### src/rtl/core/rftc_pkg.sv
`default_nettype none
// ----------------------------------------------------------------------------
// rftc_pkg: shared types and constants for the RGB555 fade-to-color block
// Field widths, register indexes, the blend weight type and the settings
// bundle passed from the register file to the blend pipeline.
// ----------------------------------------------------------------------------
package rftc_pkg;

    localparam int unsigned PIXEL_W      = 16;
    localparam int unsigned COMP_W       = 8;
    localparam int unsigned CHAN_W       = 5;
    localparam int unsigned STEP_W       = 12;
    localparam int unsigned WEIGHT_SHIFT = 12;
    localparam int unsigned WEIGHT_W     = WEIGHT_SHIFT + 1;
    localparam int unsigned CFG_INDEX_W  = 3;
    localparam int unsigned CFG_DATA_W   = STEP_W;

    typedef logic [WEIGHT_W-1:0] t_weight;

    localparam t_weight WEIGHT_ONE = t_weight'(1) << WEIGHT_SHIFT;

    typedef enum logic [CFG_INDEX_W-1:0] {
        REG_TARGET_RED   = 3'd0,
        REG_TARGET_GREEN = 3'd1,
        REG_TARGET_BLUE  = 3'd2,
        REG_FADE_STEPS   = 3'd3,
        REG_FADE_INDEX   = 3'd4
    } t_cfg_reg;

    typedef struct packed {
        t_weight           weight;
        logic              last;
        logic [COMP_W-1:0] target_red;
        logic [COMP_W-1:0] target_green;
        logic [COMP_W-1:0] target_blue;
    } t_fade_cfg;

endpackage
`default_nettype wire

### src/rtl/core/rftc_weight_div.sv
`default_nettype none
// ----------------------------------------------------------------------------
// rftc_weight_div: blend weight divider
// Restoring divider, one quotient bit per cycle, computing
// (count << 12) / steps. Holds the last weight between runs.
// ----------------------------------------------------------------------------
module rftc_weight_div (
    input  wire                              i_clk,
    input  wire                              i_rst_n,
    input  wire                              i_start,
    input  wire  [rftc_pkg::STEP_W-1:0]      i_steps,
    input  wire  [rftc_pkg::STEP_W:0]        i_count,
    output logic                             o_busy,
    output rftc_pkg::t_weight                o_weight
);
    import rftc_pkg::*;

    localparam int unsigned CNT_W = $clog2(WEIGHT_W);

    logic                r_busy, n_busy;
    logic [CNT_W-1:0]    r_cnt, n_cnt;
    logic [STEP_W-1:0]   r_rem, n_rem;
    logic                r_nbit, n_nbit;
    logic [STEP_W-1:0]   r_den, n_den;
    t_weight             r_quo, n_quo;
    t_weight             r_weight, n_weight;

    logic [STEP_W:0]     w_trial;
    logic [STEP_W:0]     w_diff;
    logic                w_ge;

    always_comb begin
        w_trial = {r_rem, r_nbit};
        w_ge    = w_trial >= {1'b0, r_den};
        w_diff  = w_trial - {1'b0, r_den};

        n_busy   = r_busy;
        n_cnt    = r_cnt;
        n_rem    = r_rem;
        n_nbit   = r_nbit;
        n_den    = r_den;
        n_quo    = r_quo;
        n_weight = r_weight;

        if (i_start) begin
            n_busy = 1'b1;
            n_cnt  = CNT_W'(WEIGHT_W - 1);
            n_rem  = i_count[STEP_W:1];
            n_nbit = i_count[0];
            n_den  = i_steps;
            n_quo  = '0;
        end else if (r_busy) begin
            n_rem  = w_ge ? w_diff[STEP_W-1:0] : w_trial[STEP_W-1:0];
            n_nbit = 1'b0;
            n_quo  = {r_quo[WEIGHT_W-2:0], w_ge};
            n_cnt  = r_cnt - CNT_W'(1);
            if (r_cnt == '0) begin
                n_busy   = 1'b0;
                n_weight = {r_quo[WEIGHT_W-2:0], w_ge};
            end
        end
    end

    always_ff @(posedge i_clk) begin
        if (!i_rst_n) begin
            r_busy   <= 1'b0;
            r_weight <= WEIGHT_ONE;
        end else begin
            r_busy   <= n_busy;
            r_weight <= n_weight;
        end
    end

    always_ff @(posedge i_clk) begin
        r_cnt  <= n_cnt;
        r_rem  <= n_rem;
        r_nbit <= n_nbit;
        r_den  <= n_den;
        r_quo  <= n_quo;
    end

    assign o_busy   = r_busy;
    assign o_weight = r_weight;

endmodule
`default_nettype wire

### src/rtl/core/rftc_blend_pipe.sv
`default_nettype none
// ----------------------------------------------------------------------------
// rftc_blend_pipe: pixel blend pipeline
// Input register, per-channel multiply-add toward the target color (zero stays
// zero), result register with backpressure. One pixel per cycle unless stalled.
// ----------------------------------------------------------------------------
module rftc_blend_pipe (
    input  wire                              i_clk,
    input  wire                              i_rst_n,
    input  wire                              i_hold,
    input  wire  rftc_pkg::t_fade_cfg        i_cfg,
    input  wire                              i_in_valid,
    output logic                             o_in_ready,
    input  wire  [rftc_pkg::PIXEL_W-1:0]     i_pixel_in,
    output logic                             o_out_valid,
    input  wire                              i_out_ready,
    output logic [rftc_pkg::PIXEL_W-1:0]     o_pixel_out
);
    import rftc_pkg::*;

    localparam int unsigned PROD_W = COMP_W + WEIGHT_W;

    function automatic logic [CHAN_W-1:0] blend_chan(
        input logic [CHAN_W-1:0] chan,
        input logic [COMP_W-1:0] target,
        input t_weight           w,
        input t_weight           cw
    );
        logic [PROD_W-1:0] sum;
        sum = PROD_W'({chan, 3'b000}) * PROD_W'(cw) + PROD_W'(target) * PROD_W'(w);
        return sum[WEIGHT_SHIFT+COMP_W-1:WEIGHT_SHIFT+COMP_W-CHAN_W];
    endfunction

    logic                r_s1_valid, n_s1_valid;
    logic [PIXEL_W-1:0]  r_s1_pixel, n_s1_pixel;
    logic                r_s2_valid, n_s2_valid;
    logic [PIXEL_W-1:0]  r_s2_pixel, n_s2_pixel;

    logic                w_s1_en, w_s2_en, w_accept;
    t_weight             w_cw;
    logic [PIXEL_W-1:0]  w_result;

    always_comb begin
        w_s2_en    = !r_s2_valid || i_out_ready;
        w_s1_en    = !r_s1_valid || w_s2_en;
        o_in_ready = w_s1_en && !i_hold;
        w_accept   = i_in_valid && o_in_ready;
    end

    always_comb begin
        w_cw = i_cfg.weight[WEIGHT_W-1] ? '0 : WEIGHT_ONE - i_cfg.weight;
        if (r_s1_pixel == '0) begin
            w_result = '0;
        end else if (i_cfg.last) begin
            w_result = {1'b1,
                        i_cfg.target_blue[COMP_W-1:COMP_W-CHAN_W],
                        i_cfg.target_green[COMP_W-1:COMP_W-CHAN_W],
                        i_cfg.target_red[COMP_W-1:COMP_W-CHAN_W]};
        end else begin
            w_result = {r_s1_pixel[PIXEL_W-1],
                        blend_chan(r_s1_pixel[14:10], i_cfg.target_blue, i_cfg.weight, w_cw),
                        blend_chan(r_s1_pixel[9:5], i_cfg.target_green, i_cfg.weight, w_cw),
                        blend_chan(r_s1_pixel[4:0], i_cfg.target_red, i_cfg.weight, w_cw)};
        end
    end

    always_comb begin
        n_s1_valid = r_s1_valid;
        n_s1_pixel = r_s1_pixel;
        n_s2_valid = r_s2_valid;
        n_s2_pixel = r_s2_pixel;
        if (w_s1_en) begin
            n_s1_valid = w_accept;
        end
        if (w_accept) begin
            n_s1_pixel = i_pixel_in;
        end
        if (w_s2_en) begin
            n_s2_valid = r_s1_valid;
            if (r_s1_valid) begin
                n_s2_pixel = w_result;
            end
        end
    end

    always_ff @(posedge i_clk) begin
        if (!i_rst_n) begin
            r_s1_valid <= 1'b0;
            r_s2_valid <= 1'b0;
        end else begin
            r_s1_valid <= n_s1_valid;
            r_s2_valid <= n_s2_valid;
        end
    end

    always_ff @(posedge i_clk) begin
        r_s1_pixel <= n_s1_pixel;
        r_s2_pixel <= n_s2_pixel;
    end

    assign o_out_valid = r_s2_valid;
    assign o_pixel_out = r_s2_pixel;

endmodule
`default_nettype wire

### src/rtl/core/rgb555_fade_to_color.sv
`default_nettype none
// ----------------------------------------------------------------------------
// rgb555_fade_to_color: RGB555 pixel fade toward a target color
// Register file, blend weight divider and blend pipeline.
// ----------------------------------------------------------------------------
// Pixels stream through a two-register pipeline (input register, result
// register) at one pixel per cycle while neither held nor stalled at the
// output. Each configuration write starts the weight divider, which produces
// one quotient bit per cycle; the input channel is not ready while the start
// register is set or the divider computes the new weight ((index+1)<<12)/steps
// with index clamped to steps-1. The configuration channel is always ready.
module rgb555_fade_to_color (
    input  wire                                i_clk,
    input  wire                                i_rst_n,
    input  wire                                i_cfg_valid,
    output logic                               o_cfg_ready,
    input  wire  [rftc_pkg::CFG_INDEX_W-1:0]   i_cfg_index,
    input  wire  [rftc_pkg::CFG_DATA_W-1:0]    i_cfg_data,
    input  wire                                i_in_valid,
    output logic                               o_in_ready,
    input  wire  [rftc_pkg::PIXEL_W-1:0]       i_pixel_in,
    output logic                               o_out_valid,
    input  wire                                i_out_ready,
    output logic [rftc_pkg::PIXEL_W-1:0]       o_pixel_out
);
    import rftc_pkg::*;

    logic [COMP_W-1:0]  r_target_red, n_target_red;
    logic [COMP_W-1:0]  r_target_green, n_target_green;
    logic [COMP_W-1:0]  r_target_blue, n_target_blue;
    logic [STEP_W-1:0]  r_fade_steps, n_fade_steps;
    logic [STEP_W-1:0]  r_fade_index, n_fade_index;
    logic               r_start, n_start;

    logic               w_cfg_write;
    logic [STEP_W-1:0]  w_steps_eff;
    logic [STEP_W-1:0]  w_index_eff;
    logic [STEP_W:0]    w_count;
    logic               w_last;
    logic               w_div_busy;
    logic               w_hold;
    t_weight            w_weight;
    t_fade_cfg          w_cfg;

    assign o_cfg_ready = 1'b1;
    assign w_cfg_write = i_cfg_valid && o_cfg_ready;

    always_comb begin
        n_target_red   = r_target_red;
        n_target_green = r_target_green;
        n_target_blue  = r_target_blue;
        n_fade_steps   = r_fade_steps;
        n_fade_index   = r_fade_index;
        n_start        = w_cfg_write;
        if (w_cfg_write) begin
            unique case (i_cfg_index)
                REG_TARGET_RED:   n_target_red   = i_cfg_data[COMP_W-1:0];
                REG_TARGET_GREEN: n_target_green = i_cfg_data[COMP_W-1:0];
                REG_TARGET_BLUE:  n_target_blue  = i_cfg_data[COMP_W-1:0];
                REG_FADE_STEPS:   n_fade_steps   = i_cfg_data;
                REG_FADE_INDEX:   n_fade_index   = i_cfg_data;
                default:          ;
            endcase
        end
    end

    always_ff @(posedge i_clk) begin
        if (!i_rst_n) begin
            r_target_red   <= '0;
            r_target_green <= '0;
            r_target_blue  <= '0;
            r_fade_steps   <= STEP_W'(1);
            r_fade_index   <= '0;
            r_start        <= 1'b0;
        end else begin
            r_target_red   <= n_target_red;
            r_target_green <= n_target_green;
            r_target_blue  <= n_target_blue;
            r_fade_steps   <= n_fade_steps;
            r_fade_index   <= n_fade_index;
            r_start        <= n_start;
        end
    end

    always_comb begin
        w_steps_eff = (r_fade_steps == '0) ? STEP_W'(1) : r_fade_steps;
        w_last      = r_fade_index >= (w_steps_eff - STEP_W'(1));
        w_index_eff = w_last ? (w_steps_eff - STEP_W'(1)) : r_fade_index;
        w_count     = {1'b0, w_index_eff} + (STEP_W+1)'(1);
        w_hold      = r_start || w_div_busy;
    end

    rftc_weight_div u_weight_div (
        .i_clk    (i_clk),
        .i_rst_n  (i_rst_n),
        .i_start  (r_start),
        .i_steps  (w_steps_eff),
        .i_count  (w_count),
        .o_busy   (w_div_busy),
        .o_weight (w_weight)
    );

    always_comb begin
        w_cfg.weight       = w_weight;
        w_cfg.last         = w_last;
        w_cfg.target_red   = r_target_red;
        w_cfg.target_green = r_target_green;
        w_cfg.target_blue  = r_target_blue;
    end

    rftc_blend_pipe u_blend_pipe (
        .i_clk       (i_clk),
        .i_rst_n     (i_rst_n),
        .i_hold      (w_hold),
        .i_cfg       (w_cfg),
        .i_in_valid  (i_in_valid),
        .o_in_ready  (o_in_ready),
        .i_pixel_in  (i_pixel_in),
        .o_out_valid (o_out_valid),
        .i_out_ready (i_out_ready),
        .o_pixel_out (o_pixel_out)
    );

    a_cfg_blocks_input: assert property (
        @(posedge i_clk) disable iff (!i_rst_n)
        w_cfg_write |=> !o_in_ready
    ) else $error("input request taken while weight is being recomputed");

    a_weight_range: assert property (
        @(posedge i_clk) disable iff (!i_rst_n)
        (w_weight != '0) && (w_weight <= WEIGHT_ONE)
    ) else $error("blend weight out of range");

    a_last_full_weight: assert property (
        @(posedge i_clk) disable iff (!i_rst_n)
        (!w_hold && w_last) |-> (w_weight == WEIGHT_ONE)
    ) else $error("last step without full weight");

endmodule
`default_nettype wire
### config.mk
export PLATFORM = sky130hd
export DESIGN_NAME = rgb555_fade_to_color
export DESIGN_NICKNAME = d
export VERILOG_FILES = /design/src/rtl/core/rftc_pkg.sv /design/src/rtl/core/rftc_weight_div.sv /design/src/rtl/core/rftc_blend_pipe.sv /design/src/rtl/core/rgb555_fade_to_color.sv
export SDC_FILE = /design/constraint.sdc
export NUM_CORES = 1
export LEC_CHECK = 0
export ABC_CLOCK_PERIOD_IN_PS = 10840
export BUFFER_PORTS_ARGS = -buffer_cell sky130_fd_sc_hd__buf_2
export CORE_MARGIN = 4
export CORE_UTILIZATION = 60
export CTS_BUF_LIST = sky130_fd_sc_hd__clkbuf_2
export DETAILED_ROUTE_END_ITERATION = 12
export PLACE_DENSITY = 0.77
export SETUP_SLACK_MARGIN = 0.1
export SYNTH_ARGS = -nofsm -noshare
export SYNTH_HDL_FRONTEND = slang
export SYNTH_SLANG_ARGS = --single-unit
### constraint.sdc
create_clock -name i_clk -period 10.84 [get_ports i_clk]
set_input_delay 1.626 -clock i_clk [delete_from_list [all_inputs] [get_ports i_clk]]
set_output_delay 1.626 -clock i_clk [all_outputs]
set_load 0.01 [all_outputs]
==> results by group <==
Placed design
  • I/O Buffers: 53
  • Pre-CTS setup slack: between 1.5 and 2 ns
  • GPL Wtd Cong: 0.9196
  • Placed Instances: 3,005
  • Dpl hpwl: 42,780 um

Global route
  • GRT overflow: 0
  • GRT Max-Usage Layer: met2
  • Met2 Resource Use GR: a little under half
  • Met1 Usage GRT: 34.22%
  • Initial antenna violation count: 1
  • First-pass GRT wire length: 90,120 um
  • All-Layer GR Usage: between 20% and 30%
  • Met3 Resource Use GR: 3.884%
  • Largest net degree at the start of global routing: between 60 and 70
  • Via count of the first global-routing pass: 18,380

Synthesis
  • Synthesized area: 22,380 um^2
  • Seq/Total Area, Yosys: 14.89%
  • Syn_nets: approximately 3,200
  • Asr flop ratio synth: 0%
  • Mapped Cells: 2,592
  • Top_reg_cell synth: dfxtp_1
  • Syn avg cell area: 8.634 um^2
  • Area contributors post-synth: fa_1 (30%), ha_1 (11%), edfxtp_1 (7.6%)
  • Synth top area share: 30.14%
  • Post-synth EDFFs: between 50 and 60
  • Synth unique cells: 74
  • Synth cell count leaders: inv_1 (454), nand2_1 (419), fa_1 (337)
  • FF+latch count, synth: 138
  • Area leader, netlist: fa_1
  • Most frequent cell after synthesis: inv_1
  • Syn. warnings: 0

Timing
  • Final period util: 85.25%
  • Slew Viols, Final: 0
  • Final critical-path required period: 9.241 ns
  • Final Hold Viols: 0
  • RSZ-0062 raised after global routing: false
  • Setup-failing EPs final: 0
  • Slew headroom: 19.09%
  • Clock Skews: about 0.06 ns
  • Max Fclk: 108.2 MHz
  • Worst slew pin tran: 1.204 ns
  • Final worst slack: between 1.5 and 2 ns
  • Setup TNS: 0 ns

Hold path
  • Hold WC Path Type: register to register
  • Worst Hold Launch: u_weight_div.r_quo[11]$_SDFFE_PP0P_

Setup path
  • Critical path peak fanout: 25
  • Worst setup EP type: register
  • Cell mode on critical path: fa_1
  • CP Launch Point: u_weight_div.o_weight[1]$_SDFFE_PN0P_
  • Worst path arrival time: 9.88 ns
  • Critical R2R Launch: u_weight_div.o_weight[1]$_SDFFE_PN0P_
  • CP max-delay cell: nor2_1
  • Kind of critical path: register to register
  • Critical Path Max Stage Delay: 0.74 ns
  • Setup crit start kind: register
  • Crit path required time: approximately 11 ns

Clocking
  • Post-CTS Setup Inserts: 0
  • CTS Hold Buffers Added: 0
  • CTS tree: done
  • Htree depth: 4
  • Clock sink count: 138
  • CTS clk-pin slew, worst paths: 0.25 ns
  • Clock Tree Buf Depth: 2
  • Root Buffer: clkbuf_2
  • Clk_lat worst skew: ~0.84 ns
  • Gates resized, CTS repair: 0
  • TritonCTS Buffers: 17

Routing
  • Starting DRT DRC Count: 1,096
  • Via Count: 17,200
  • Drt drc: 0
  • Routed WL: 53,760 um
  • DR pass1 iterations: 6
  • Via density: ~5.7
  • Post-DRT Antenna Nets: 0
  • Wirelength per Cell: between 15 and 20 um

Cells and area
  • Layout fillers: 3,059
  • Area Overhead vs Synth: 3.522%
  • Post-Layout Cell Count: 3,038
  • Nets: between 3,000 and 4,000
  • Layout cell share with drive strength beyond 1: 5.177%
  • FF/Latch Area: 3333 um^2
  • Multi-input logic area: 16,850 um^2

Job
  • Max-cap violation count: 0

Power
  • Pwr/cell area: 53.15 nW/um^2
  • Maximum VDD drop: 77.99 uV
  • Lkg Pwr: 10.62 nW

Floorplanning
  • Initial Utilization: 60.99%
  • Die W: 201.1 um
  • Top Ports: 55
  • Core Region: 36,700 um^2
  • Row cnt: 70
  • Die Height: 201.1 um
  • Die area: 40,460 um^2

Outcome
  • Status: completed
==> power by group <==
part           internal (mW)  leakage (nW)  switching [mW]
Combinational          0.104          9.26           0.162
Sequential             0.579          1.20          0.0414
Clock                  0.112         0.156           0.233
Total                  0.795          10.6           0.436
==> through the flow <==
stage / power (mW) / hold slack (ns) / utilization, % / area (um^2)
2_1_floorplan: 0.8010 / 0.4402 / - / 22380
3_3_place_gp: 0.8800 / 0.4676 / 62.45 / 22920
3_5_place_dp: 0.8914 / 0.4743 / 62.45 / 22920
4_1_cts: 1.237 / 0.4765 / 63.13 / 23170
5_1_grt: 1.290 / 0.5259 / 63.13 / 23170
6_report: 1.231 / 0.4773 / 63.13 / 23170
==> sequential cells by signal, summed over array words and instances, names as in the netlist, 4 cells and up <==
register                  count
u_weight_div.r_rem           12
u_weight_div.r_quo           12
r_target_green                8
u_blend_pipe.r_s1_pixel      16
u_weight_div.r_den           12
u_weight_div.o_weight        13
r_fade_steps                 12
u_blend_pipe.o_pixel_out     16
r_target_red                  8
u_weight_div.r_cnt            4
r_target_blue                 8
r_fade_index                 12
==> worst paths after layout <==
check | to | slack (ns) | cells after the start
worst min register to register | u_weight_div.o_weight[12]$_SDFFE_PN1P_ | 0.48 | 2
worst min-delay path | u_weight_div.o_weight[12]$_SDFFE_PN1P_ | 0.48 | 2
worst max register to register | u_blend_pipe.o_pixel_out[4]$_SDFFCE_PN0P_ | 1.60 | 30
worst max-delay path | u_blend_pipe.o_pixel_out[4]$_SDFFCE_PN0P_ | 1.60 | 30
==> cell usage in the layout, fill, tap and decap left out, types with 57 or more instances in the layout <==
master	n
inv_1	455
nand2_1	419
fa_1	337
and2_1	254
ha_1	202
nor2_1	92
dfxtp_1	81
xnor2_1	77
a21oi_1	63
a21boi_0	58
edfxtp_1	57
==> layer usage <==
layer	share of wire, %	wire length [um]
met1	42	22330
met5	0	0
met4	3.8	2046
met2	49	26500
met3	5.3	2874
==> layout make-up <==
class | count | share of cell area (%)
multi-input cells | 1867 | 72.72
flip-flops and latches | 138 | 14.39
inverters | 455 | 7.372
well taps | 468 | 2.527
repair buffers | 77 | 1.923
clock inverters | 15 | 0.6967
clock buffers | 17 | 0.3672
diodes | 1 | 0.01080
==> critical path: cells and delay by family, from the launching register on <==
kind / cells / cell delay, ns
XOR/XNOR: 4 / 0.64
AND/OR/NAND/NOR: 4 / 1.25
adder cells (fa/ha/maj): 10 / 4.35
AO/OA/AOI/OAI: 8 / 1.98
flip-flops: 1 / 0.37
buffers and inverters: 4 / 0.45
==> kinds of logic after synthesis <==
family | synth area share [%]
xor+xnor | 4.266
mux | 1.442
flops | 14.89
compound gates | 7.721
buf+inv | 9.879
fa+ha+maj | 41.44
simple gates | 20.34
other cells | 0.01676
Note: power is estimated with default switching activity, not from simulation.
